**config.mk**
```make
export PLATFORM = sky130hd
export DESIGN_NAME = serial_setting_command_parser
export DESIGN_NICKNAME = d
export VERILOG_FILES = /design/src/hdl/sscp_pkg.sv /design/src/hdl/serial_setting_command_parser.sv
export SDC_FILE = /design/constraint.sdc
export NUM_CORES = 1
export LEC_CHECK = 0
export BUFFER_PORTS_ARGS = -buffer_cell sky130_fd_sc_hd__buf_2
export CAP_MARGIN = 20
export CORE_ASPECT_RATIO = 1.1
export CORE_MARGIN = 2
export CORE_UTILIZATION = 41
export DETAILED_ROUTE_END_ITERATION = 10
export PLACE_DENSITY = 0.63
export SKIP_CTS_REPAIR_TIMING = 1
export SLEW_MARGIN = 20
export SYNTH_ARGS = -nofsm -noshare
export SYNTH_HDL_FRONTEND = slang
export SYNTH_SLANG_ARGS = --single-unit
```
**constraint.sdc**
```tcl
create_clock -name clk -period 5.45 [get_ports clk]
set_clock_uncertainty 0.1 [all_clocks]
set_input_delay 0.2725 -clock clk [delete_from_list [all_inputs] [get_ports clk]]
set_output_delay 0.2725 -clock clk [all_outputs]
set_load 0.005 [all_outputs]
```
**src/hdl/sscp_pkg.sv**
```systemverilog
// Shared types, codes and keyword table for the serial setting command parser.
`default_nettype none

package sscp_pkg;

  localparam int LINE_CAPACITY_DEFAULT = 64;

  localparam int KW_COUNT   = 4;
  localparam int KW_MAX_LEN = 10;

  // outcome codes
  localparam logic [2:0] OUT_LUM_HIGH = 3'd0;
  localparam logic [2:0] OUT_LUM_LOW  = 3'd1;
  localparam logic [2:0] OUT_TEMP     = 3'd2;
  localparam logic [2:0] OUT_OUTPUTS  = 3'd3;
  localparam logic [2:0] OUT_INVALID  = 3'd4;

  // keyword slot of SAIDAS:, the only one followed by a bit string
  localparam logic [1:0] KW_BITS_SLOT = 2'd3;

  localparam logic [7:0] CH_NUL   = 8'h00;
  localparam logic [7:0] CH_TAB   = 8'h09;
  localparam logic [7:0] CH_LF    = 8'h0A;
  localparam logic [7:0] CH_VT    = 8'h0B;
  localparam logic [7:0] CH_FF    = 8'h0C;
  localparam logic [7:0] CH_CR    = 8'h0D;
  localparam logic [7:0] CH_SPACE = 8'h20;
  localparam logic [7:0] CH_PLUS  = 8'h2B;
  localparam logic [7:0] CH_MINUS = 8'h2D;
  localparam logic [7:0] CH_ZERO  = 8'h30;
  localparam logic [7:0] CH_ONE   = 8'h31;
  localparam logic [7:0] CH_NINE  = 8'h39;

  typedef enum logic [6:0] {
    PH_KEY    = 7'b0000001,
    PH_SPACE  = 7'b0000010,
    PH_SIGN   = 7'b0000100,
    PH_DIGITS = 7'b0001000,
    PH_BITS   = 7'b0010000,
    PH_DONE   = 7'b0100000,
    PH_FAIL   = 7'b1000000
  } phase_t;

  localparam logic [7:0] KW_TEXT [KW_COUNT][KW_MAX_LEN] = '{
    '{"L", "I", "M", "_", "L", "U", "M", "_", "H", ":"},
    '{"L", "I", "M", "_", "L", "U", "M", "_", "L", ":"},
    '{"L", "I", "M", "_", "T", "E", "M", "P", ":", 8'h00},
    '{"S", "A", "I", "D", "A", "S", ":", 8'h00, 8'h00, 8'h00}
  };

  localparam logic [3:0] KW_LEN [KW_COUNT] = '{4'd10, 4'd10, 4'd9, 4'd7};

  function automatic logic kw_match(input logic [1:0] k, input logic [3:0] pos,
                                    input logic [7:0] c);
    logic hit;
    hit = 1'b0;
    if (pos < KW_LEN[k]) begin
      hit = (KW_TEXT[k][pos] == c);
    end
    return hit;
  endfunction

endpackage

`default_nettype wire

```
**src/hdl/serial_setting_command_parser.sv**
```systemverilog
// Top level: byte-stream parser for newline-terminated setting commands.
//
// Usage: received bytes enter on the input channel (rx_byte, in_valid,
// in_stall); a beat is taken at a rising edge with in_valid high and
// in_stall low. Carriage returns are dropped. On a newline the block emits
// at most one result beat on the output channel (outcome, applied_value,
// echoed_value, out_valid, out_stall): a light or temperature limit with
// its parsed number, an outputs byte from SAIDAS:, or invalid for any other
// non-empty line. Empty lines give nothing.
//
// Timing: a byte is held in the input register and its result, if any,
// is then registered in the output register. Throughput: one byte per
// cycle while the receiver does not stall, set by the single
// parse step between the two registers (one shift-add for the decimal
// accumulator, one keyword compare per slot).
//
// Reset (rst, synchronous) empties both registers and returns the line
// state to the start of a line. While the receiver stalls, the output
// register holds its beat; the input register then fills and in_stall
// rises until the output beat is taken.
`default_nettype none

module serial_setting_command_parser import sscp_pkg::*; #(
  parameter int LINE_CAPACITY = LINE_CAPACITY_DEFAULT
) (
  input  wire logic               clk,
  input  wire logic               rst,
  input  wire logic [7:0]         rx_byte,
  input  wire logic               in_valid,
  output logic                    in_stall,
  output logic [2:0]              outcome,
  output logic [7:0]              applied_value,
  output logic signed [31:0]      echoed_value,
  output logic                    out_valid,
  input  wire logic               out_stall
);

  localparam int LEN_W = $clog2(LINE_CAPACITY);
  localparam logic [LEN_W-1:0] LEN_LIMIT = LEN_W'(LINE_CAPACITY - 1);

  // input register
  logic       s1_valid;
  logic [7:0] s1_byte;

  // line state
  logic [LEN_W-1:0] line_length,        line_length_next;
  logic [3:0]       prefix_position,    prefix_position_next;
  logic [3:0]       candidate_mask,     candidate_mask_next;
  phase_t           parse_phase,        parse_phase_next;
  logic [31:0]      number_accumulator, number_accumulator_next;
  logic             number_negative,    number_negative_next;
  logic             digit_seen,         digit_seen_next;
  logic [7:0]       bit_pattern,        bit_pattern_next;
  logic [3:0]       bit_count,          bit_count_next;
  logic             text_ended,         text_ended_next;

  // result of the byte in the input register
  logic              res_fire;
  logic [2:0]        res_outcome;
  logic [7:0]        res_applied;
  logic [31:0]       res_echoed;

  logic        advance;
  logic        out_free;
  logic [3:0]  alive;
  logic [3:0]  pos_inc;
  logic [3:0]  count_inc;
  logic [31:0] acc_times_ten;
  logic [31:0] signed_number;
  logic [1:0]  sel;
  logic        sel_found;
  logic        is_digit;
  logic        is_blank;

  assign out_free = !out_valid || !out_stall;
  assign advance  = s1_valid && out_free;
  assign in_stall = s1_valid && !out_free;

  always_ff @(posedge clk) begin
    if (rst) begin
      s1_valid <= 1'b0;
    end else if (!in_stall) begin
      s1_valid <= in_valid;
    end
    if (!in_stall && in_valid) begin
      s1_byte <= rx_byte;
    end
  end

  assign is_digit  = (s1_byte >= CH_ZERO) && (s1_byte <= CH_NINE);
  assign is_blank  = (s1_byte == CH_SPACE) || (s1_byte == CH_TAB) ||
                     (s1_byte == CH_VT) || (s1_byte == CH_FF);
  assign pos_inc   = prefix_position + 4'd1;
  assign count_inc = bit_count + 4'd1;
  // x10 as x8 + x2, wrapping at 32 bits
  assign acc_times_ten = {number_accumulator[28:0], 3'b000} +
                         {number_accumulator[30:0], 1'b0};
  assign signed_number = number_negative ? (32'd0 - number_accumulator)
                                         : number_accumulator;

  always_comb begin
    for (int k = 0; k < KW_COUNT; k++) begin
      alive[k] = candidate_mask[k] && kw_match(2'(k), prefix_position, s1_byte);
    end
  end

  // first surviving keyword picks the command
  always_comb begin
    sel       = 2'd0;
    sel_found = 1'b0;
    for (int k = KW_COUNT - 1; k >= 0; k--) begin
      if (candidate_mask[k]) begin
        sel       = 2'(k);
        sel_found = 1'b1;
      end
    end
  end

  always_comb begin
    line_length_next        = line_length;
    prefix_position_next    = prefix_position;
    candidate_mask_next     = candidate_mask;
    parse_phase_next        = parse_phase;
    number_accumulator_next = number_accumulator;
    number_negative_next    = number_negative;
    digit_seen_next         = digit_seen;
    bit_pattern_next        = bit_pattern;
    bit_count_next          = bit_count;
    text_ended_next         = text_ended;
    res_fire    = 1'b0;
    res_outcome = OUT_INVALID;
    res_applied = 8'd0;
    res_echoed  = 32'd0;

    if (s1_byte == CH_CR) begin
      // dropped
    end else if (s1_byte == CH_LF) begin
      if (sel_found && sel != KW_BITS_SLOT && digit_seen &&
          (parse_phase == PH_DIGITS || parse_phase == PH_DONE)) begin
        res_fire    = 1'b1;
        res_outcome = {1'b0, sel};
        res_applied = signed_number[7:0];
        res_echoed  = signed_number;
      end else if (sel_found && sel == KW_BITS_SLOT && parse_phase == PH_DONE) begin
        res_fire    = 1'b1;
        res_outcome = OUT_OUTPUTS;
        res_applied = bit_pattern;
        res_echoed  = {24'd0, bit_pattern};
      end else if (line_length != '0) begin
        res_fire    = 1'b1;
        res_outcome = OUT_INVALID;
      end
      line_length_next        = '0;
      prefix_position_next    = 4'd0;
      candidate_mask_next     = 4'hF;
      parse_phase_next        = PH_KEY;
      number_accumulator_next = 32'd0;
      number_negative_next    = 1'b0;
      digit_seen_next         = 1'b0;
      bit_pattern_next        = 8'd0;
      bit_count_next          = 4'd0;
      text_ended_next         = 1'b0;
    end else if (line_length < LEN_LIMIT) begin
      line_length_next = line_length + LEN_W'(1);
      if (s1_byte == CH_NUL) begin
        text_ended_next = 1'b1;
      end else if (!text_ended) begin
        case (parse_phase)
          PH_KEY: begin
            prefix_position_next = pos_inc;
            candidate_mask_next  = alive;
            if (alive == 4'd0) begin
              parse_phase_next = PH_FAIL;
            end else begin
              for (int k = 0; k < KW_COUNT; k++) begin
                if (alive[k] && KW_LEN[k] == pos_inc) begin
                  parse_phase_next = (2'(k) == KW_BITS_SLOT) ? PH_BITS : PH_SPACE;
                end
              end
            end
          end
          PH_SPACE: begin
            if (is_blank) begin
              // skip leading whitespace
            end else if (s1_byte == CH_PLUS || s1_byte == CH_MINUS) begin
              number_negative_next = (s1_byte == CH_MINUS);
              parse_phase_next     = PH_SIGN;
            end else if (is_digit) begin
              number_accumulator_next = acc_times_ten + {28'd0, s1_byte[3:0]};
              digit_seen_next         = 1'b1;
              parse_phase_next        = PH_DIGITS;
            end else begin
              parse_phase_next = PH_FAIL;
            end
          end
          PH_SIGN, PH_DIGITS: begin
            if (is_digit) begin
              number_accumulator_next = acc_times_ten + {28'd0, s1_byte[3:0]};
              digit_seen_next         = 1'b1;
              parse_phase_next        = PH_DIGITS;
            end else begin
              parse_phase_next = (parse_phase == PH_SIGN) ? PH_FAIL : PH_DONE;
            end
          end
          PH_BITS: begin
            if (s1_byte == CH_ZERO || s1_byte == CH_ONE) begin
              bit_pattern_next = {bit_pattern[6:0], s1_byte[0]};
              bit_count_next   = count_inc;
              if (count_inc >= 4'd8) begin
                parse_phase_next = PH_DONE;
              end
            end else begin
              parse_phase_next = PH_FAIL;
            end
          end
          default: begin
            // done or failed: rest of the text is ignored
          end
        endcase
      end
    end else begin
      // overlong line: start over
      line_length_next        = '0;
      prefix_position_next    = 4'd0;
      candidate_mask_next     = 4'hF;
      parse_phase_next        = PH_KEY;
      number_accumulator_next = 32'd0;
      number_negative_next    = 1'b0;
      digit_seen_next         = 1'b0;
      bit_pattern_next        = 8'd0;
      bit_count_next          = 4'd0;
      text_ended_next         = 1'b0;
    end
  end

  always_ff @(posedge clk) begin
    if (rst) begin
      line_length        <= '0;
      prefix_position    <= 4'd0;
      candidate_mask     <= 4'hF;
      parse_phase        <= PH_KEY;
      number_accumulator <= 32'd0;
      number_negative    <= 1'b0;
      digit_seen         <= 1'b0;
      bit_pattern        <= 8'd0;
      bit_count          <= 4'd0;
      text_ended         <= 1'b0;
    end else if (advance) begin
      line_length        <= line_length_next;
      prefix_position    <= prefix_position_next;
      candidate_mask     <= candidate_mask_next;
      parse_phase        <= parse_phase_next;
      number_accumulator <= number_accumulator_next;
      number_negative    <= number_negative_next;
      digit_seen         <= digit_seen_next;
      bit_pattern        <= bit_pattern_next;
      bit_count          <= bit_count_next;
      text_ended         <= text_ended_next;
    end
  end

  // output register
  always_ff @(posedge clk) begin
    if (rst) begin
      out_valid <= 1'b0;
    end else if (out_free) begin
      out_valid <= advance && res_fire;
    end
    if (advance && res_fire) begin
      outcome       <= res_outcome;
      applied_value <= res_applied;
      echoed_value  <= signed'(res_echoed);
    end
  end

  // checks
  a_invalid_zero: assert property (@(posedge clk) disable iff (rst)
    out_valid && outcome == OUT_INVALID |-> applied_value == 8'd0 && echoed_value == 32'sd0)
    else $error("invalid beat carries a non-zero value");

  a_outputs_echo: assert property (@(posedge clk) disable iff (rst)
    out_valid && outcome == OUT_OUTPUTS |-> echoed_value == signed'({24'd0, applied_value}))
    else $error("outputs echo differs from applied byte");

  a_number_low_byte: assert property (@(posedge clk) disable iff (rst)
    out_valid && outcome <= OUT_TEMP |-> applied_value == echoed_value[7:0])
    else $error("applied byte is not the low byte of the number");

  a_stall_only_full: assert property (@(posedge clk) disable iff (rst)
    in_stall |-> s1_valid && out_valid && out_stall)
    else $error("input stalled with room downstream");

  a_length_bound: assert property (@(posedge clk) disable iff (rst)
    line_length <= LEN_LIMIT)
    else $error("line length beyond capacity");

  // first edge out of reset
  a_empty_after_reset: assert property (@(posedge clk)
    !rst && $past(rst) |-> !out_valid && !s1_valid)
    else $error("registers not empty after reset");

endmodule

`default_nettype wire
```
==> impl_metrics.yaml, run 1 <==
logic_synthesis:
  synth_edf_count: 43
  syn_inst: 899
  syn-num-nets: 984
  synth-seq-cells: 113
  syn_avg_cell_area_sq_um: 8.75
  seq_area_frac_synth: 0.342
  synth-main-ff-cell: "dfxtp_1"
  synth_top_area_share: 0.178
  synthArstFlopShare: 0
  synth_cell_type_count: 74
  synthTopCellsByArea: "dfxtp_1 (18%), edfxtp_1 (16%), ha_1 (11%)"
  yosysTopAreaCell: "dfxtp_1"
  synth_warnings: 0
  synthesis.area_sq_um: 7860
finish:
  n_antenna_cell: 0
  finalNonFillerCells: 1200
  final.fill_count: 1890
  area_growth_pct: 13.2
  nNetsFinal: 1025
  layout_commonest_cell: "nor2_1"
  fin_util: 0.469
  drive_gt1_frac: 0.121
  fin_area_sq_um: 8900
  final_cell_mix: "nor2_1 (111), nand2_1 (72), ha_1 (71), dfxtp_1 (69), o21ai_0 (61)"
die:
  die_w_microns: 136
  core_area_sq_um: 19000
  ios: 57
  start_util: 0.415
  die_area_sq_um: 20300
  dieHeight_microns: 149
  num_rows: 53
power:
  p_total_mw: 2.08
  p_per_area_nw_per_um2: 233
  p_leak_nw: 3.83
  ir_worst_vdd_mv: 0.204
setup_path:
  crit_fanout: 16
  critical_path_class: "reg -> reg"
  crit_required_ps: 5690
  crit_path_start_kind: "register"
  cp.arrival_ps: 4130
  crit_path_end_kind: "register"
clock_tree:
  clock_sinks: 113
  clkTransAtPathRegs_ps: 60
  htreeDepth: 4
  cts_tree: "done"
  root_buffer: "clkbuf_16"
  worstSkewPairLatency_ps: 430
  cts-buffers-inserted: 17
  clockBufferDepth: 2
timing:
  whs_ps: 37.6
  slew_headroom: 0.363
  fmax_mhz: 257
  finalCriticalPeriod_ps: 3890
  finalWorstSetupSlack_ps: 1560
  setup_viol: 0
  rsz0062_at_grt: "false"
  period_share: 0.714
  hold_viol: 0
  tightestPinTransition_ps: 950
  fin_setup_tns_ps: 0
  slew_viol_final: 0
status:
  status: "finished, final reports clean"
grt:
  grt_usage: 0.199
  grt_max_degree: 53
  first_global_vias: 6287
  antenna_found_initial: 0
  grt_pass1_wl_microns: 32000
  grt_overflow_total: 0
placement:
  placed_area_sq_um: 8250
  dp_hpwl_microns: 14100
  port_buffers: 56
  gp_congestion: 0.909
  pre_cts_slack_ps: 1630
  dpl.cell_count: 1159
routing:
  drc: 0
  wirelength_microns: 19500
  drt_iter0_markers: 438
  firstDrtPassIters: 5
  via_per_inst: 5.53
  vias: 6635
  wire_per_inst_microns: 16.3
  drtAntennaViolNets: 0
run:
  cap_violations: 0
worst_hold_path:
  hp-class: "in -> reg"
[registers in the layout, indices dropped and copies added (netlist names)]
| name | count |
|---|---|
| applied_value | 8 |
| outcome | 3 |
| bit_pattern | 8 |
| s1_valid | 1 |
| number_accumulator | 32 |
| digit_seen | 1 |
| candidate_mask | 4 |
| number_negative | 1 |
| prefix_position | 4 |
| parse_phase | 7 |
| bit_count | 4 |
| out_valid | 1 |
| s1_byte | 8 |
| line_length | 6 |
| text_ended | 1 |
| echoed_value | 24 |
[where the power goes]
part | switching, mW | total, mW | internal, mW
logic | 0.0583 | 0.105 | 0.0466
registers | 0.0282 | 0.912 | 0.883
clock network | 0.431 | 1.06 | 0.629
[worst paths after layout]
path | slack [ps] | depth (start not counted) | startpoint | to
worst max-delay path | 1560 | 11 | s1_byte[3]$_DFFE_PP_ | number_accumulator[30]$_SDFFE_PP0P_
worst min-delay path | 40 | 3 | out_stall | out_valid$_SDFFE_PP0N_
worst max register to register | 1560 | 11 | s1_byte[3]$_DFFE_PP_ | number_accumulator[30]$_SDFFE_PP0P_
worst min register to register | 360 | 2 | number_accumulator[31]$_SDFFE_PP0P_ | number_accumulator[31]$_SDFFE_PP0P_
[synthesized netlist by cell type, types with 17 or more instances]
cell,number
nor2_1,111
nand2_1,72
ha_1,71
dfxtp_1,70
o21ai_0,61
a21oi_1,59
xor2_1,53
edfxtp_1,43
xnor2_1,25
clkbuf_1,23
a22oi_1,21
inv_1,20
nor3_1,18
a21o_1,17
nand3_1,17
[critical path, stage by stage (launching register included)]
cell and delay [ps]:
edfxtp_1 620, fa_1 680, fa_1 250, a211oi_1 110, o211ai_1 180, nand2_1 170, o41ai_1 550, o211ai_1 200
a211oi_1 410, o21bai_1 120, and3_1 190, o31ai_1 200
[cell families after synthesis]
family                     share of synthesized area
adders and majority gates                      0.118
AOI/OAI and AO/OA                              0.204
DFF                                            0.342
xor gates and xnor gates                      0.0869
muxes                                        0.00382
buffers and inverters                         0.0411
and+or+nand+nor                                0.203
[routing by layer]
layer	GRT usage	vias up	part of all wire
met5	0	-	0
met4	0.0729	0	0.024
met3	0.0411	37	0.034
met2	0.336	120	0.49
met1	0.250	3124	0.45
li1	-	3354	-
[area by class of cell]
type | instances | area (sq um) | area share
flip-flops and latches | 113 | 2690 | 0.303
repair buffers | 71 | 415 | 0.0467
well taps | 247 | 309 | 0.0347
inverters | 21 | 78.8 | 0.00885
clock inverters | 15 | 133 | 0.0149
multi-input cells | 716 | 4850 | 0.544
clock buffers | 17 | 425 | 0.0478
No activity file was read; power rests on OpenSTA's default activity.
==> run 2, diff against run 1 <==
PLACE_DENSITY = 0.65   (was 0.63)
clock period = 3.2 ns   (was 5.45 ns; I/O delays follow)
==> run 2 against run 1 <==
- via count is 5.1% higher
- wire length is 4.7% higher
- setup slack worse by 1500 ps
- critical path depth stayed put
- fmax is 23% higher
==> impl_metrics.yaml, run 2 (synthesized netlist as in run 1, its figures left out) <==
worst_hold_path:
  hp-start: "rst"
  hp-class: "in -> reg"
timing:
  rsz0062_at_grt: "true"
  tightestPinTransition_ps: 867
  fmax_mhz: 317
  whs_ps: 149
  finalCriticalPeriod_ps: 3150
  slew_headroom: 0.420
  hold_viol: 0
  period_share: 0.985
  setup_viol: 0
  slew_viol_final: 0
placement:
  dp_hpwl_microns: 14900
  dpl.cell_count: 1219
  placed_area_sq_um: 8730
  gp_congestion: 0.877
  port_buffers: 56
finish:
  fin_area_sq_um: 9530
  final_cell_mix: "nor2_1 (110), nand2_1 (71), dfxtp_1 (70), ha_1 (68), buf_4 (67)"
  largest_register_ffs: 32
  layout_commonest_cell: "nor2_1"
  multiInputGateArea_sq_um: 4970
  drive_gt1_frac: 0.193
  nNetsFinal: 1089
  top_regs: "number_accumulator (32), echoed_value (24)"
  area_growth_pct: 21.2
  n_antenna_cell: 0
  final.fill_count: 1847
  seqCellArea_sq_um: 2690
  finalNonFillerCells: 1264
  largest_register: "number_accumulator"
setup_path:
  timing.rr.start: "s1_byte[3]$_DFFE_PP_"
  crit_path_start_kind: "register"
  cp_cell_sequence: "fa_2 -> ha_4 -> a211oi_2 -> o21bai_2 -> o2111ai_2 -> a21oi_2 -> nor4b_4 -> o311a_1 -> o41ai_2 -> xor2_1 -> o21ai_1"
  critPathSlowestCell: "fa_2"
  critical_path_class: "reg -> reg"
  cp.arrival_ps: 3360
  crit_required_ps: 3410
  crit_cells: 11
  r2r-end: "number_accumulator[29]$_SDFFE_PP0P_"
  critical_path.max_stage_delay_ps: 600
  rr_worst_depth: 11
  crit_path_end_kind: "register"
  crit_fanout: 3
  setup.worst_path.start: "s1_byte[3]$_DFFE_PP_"
  cp_num_buf_inv: 0
  r2r_slack_ps: 50
  critPathCapture: "number_accumulator[29]$_SDFFE_PP0P_"
  crit_family: "compound AO/OA/AOI/OAI gates"
clock_tree:
  htreeDepth: 4
  clock_sinks: 113
  cts_tree: "done"
  root_buffer: "clkbuf_16"
  clkTransAtPathRegs_ps: 60
  cts-buffers-inserted: 17
  clockBufferDepth: 2
  worstSkewPairLatency_ps: 420
power:
  ir_worst_vdd_mv: 0.381
  p_total_mw: 3.59
  pwr-share-comb: 0.062
  swShare: 0.237
  internal_power_mw: 2.74
  p_per_area_nw_per_um2: 377
  p_leak_nw: 4.28
  switching_power_uw: 851
  power_frac_seq: 0.427
  p_clk_frac: 0.511
grt:
  grt_max_degree: 34
  grt_pass1_wl_microns: 33300
  first_global_vias: 6657
  grt_overflow_total: 0
  grt_usage: 0.207
  antenna_found_initial: 0
routing:
  drtAntennaViolNets: 0
  vias: 6976
  drc: 0
  wire_per_inst_microns: 16.2
  firstDrtPassIters: 5
  drt_iter0_markers: 478
  wirelength_microns: 20400
  via_per_inst: 5.52
die:
  die_w_microns: 136
  num_rows: 53
  dieHeight_microns: 149
  ios: 57
  core_area_sq_um: 19000
  start_util: 0.415
  die_area_sq_um: 20300
status:
  status: "finished, final reports clean"
run:
  cap_violations: 0
run 2: changes by cell type in the layout (fill, tap and decap cells not counted), sizes merged:
cell	previous run	this run
bufinv	1	2
dlygate4sd3	9	10
buf	62	125
clkinv	6	8
clkbuf	17	18
inv	25	21
run 2: worst reg2reg max path: cells and delay by family (launching register included):
| family | cells | cell delay [ps] |
|---|---|---|
| AOI/OAI and AO/OA | 7 | 1400 |
| adders and majority gates | 2 | 810 |
| DFF | 1 | 420 |
| xor gates and xnor gates | 1 | 170 |
| and+or+nand+nor | 1 | 150 |
run 2: power by group through the flow:
stage	Sequential, mW	Clock [mW]	Combinational (mW)
finish	1.53	1.83	0.222
global route	1.54	1.93	0.245
CTS	1.53	1.86	0.206
detailed placement	1.56	0	0.204
global placement	1.56	0	0.202
floorplan	1.55	0	0.154
run 2: through the flow:
step	TNS, ps	setup WS, ps	utilization
after global routing	-206	-111	0.503
final	0	46.8	0.503
after floorplan	0	23.3	-
after global placement	-478	-146	0.460
after detailed placement	-806	-205	0.460
after CTS	-871	-217	0.490
run 2: area by class of cell:
| class | count | area share |
|---|---|---|
| flip-flops and latches | 113 | 0.283 |
| repair buffers | 135 | 0.0960 |
| clock buffers | 18 | 0.0450 |
| inverters | 21 | 0.00827 |
| clock inverters | 14 | 0.0147 |
| well taps | 247 | 0.0324 |
| multi-input cells | 716 | 0.521 |
run 2: per-layer routing:
| layer | global-route usage | vias to the layer above | share of wire | wire, microns |
|---|---|---|---|---|
| met5 | 0 | - | 0 | 0 |
| met4 | 0.0766 | 0 | 0.025 | 506 |
| met3 | 0.0404 | 34 | 0.033 | 670 |
| met2 | 0.353 | 150 | 0.50 | 10200 |
| met1 | 0.258 | 3304 | 0.44 | 9070 |
| li1 | - | 3488 | - | - |
run 2: worst min path at each step:
| stage | end | slack, ps | cells past startpoint |
|---|---|---|---|
| after floorplan | s1_byte[0]$_DFFE_PP_ | 160 | 0 |
| after CTS | s1_byte[6]$_DFFE_PP_ | -200 | 1 |
| after detailed placement | s1_byte[6]$_DFFE_PP_ | 240 | 1 |
| after global placement | s1_byte[6]$_DFFE_PP_ | 240 | 1 |
| after global routing | prefix_position[0]$_SDFFE_PP0P_ | 160 | 2 |
| final | prefix_position[0]$_SDFFE_PP0P_ | 150 | 2 |
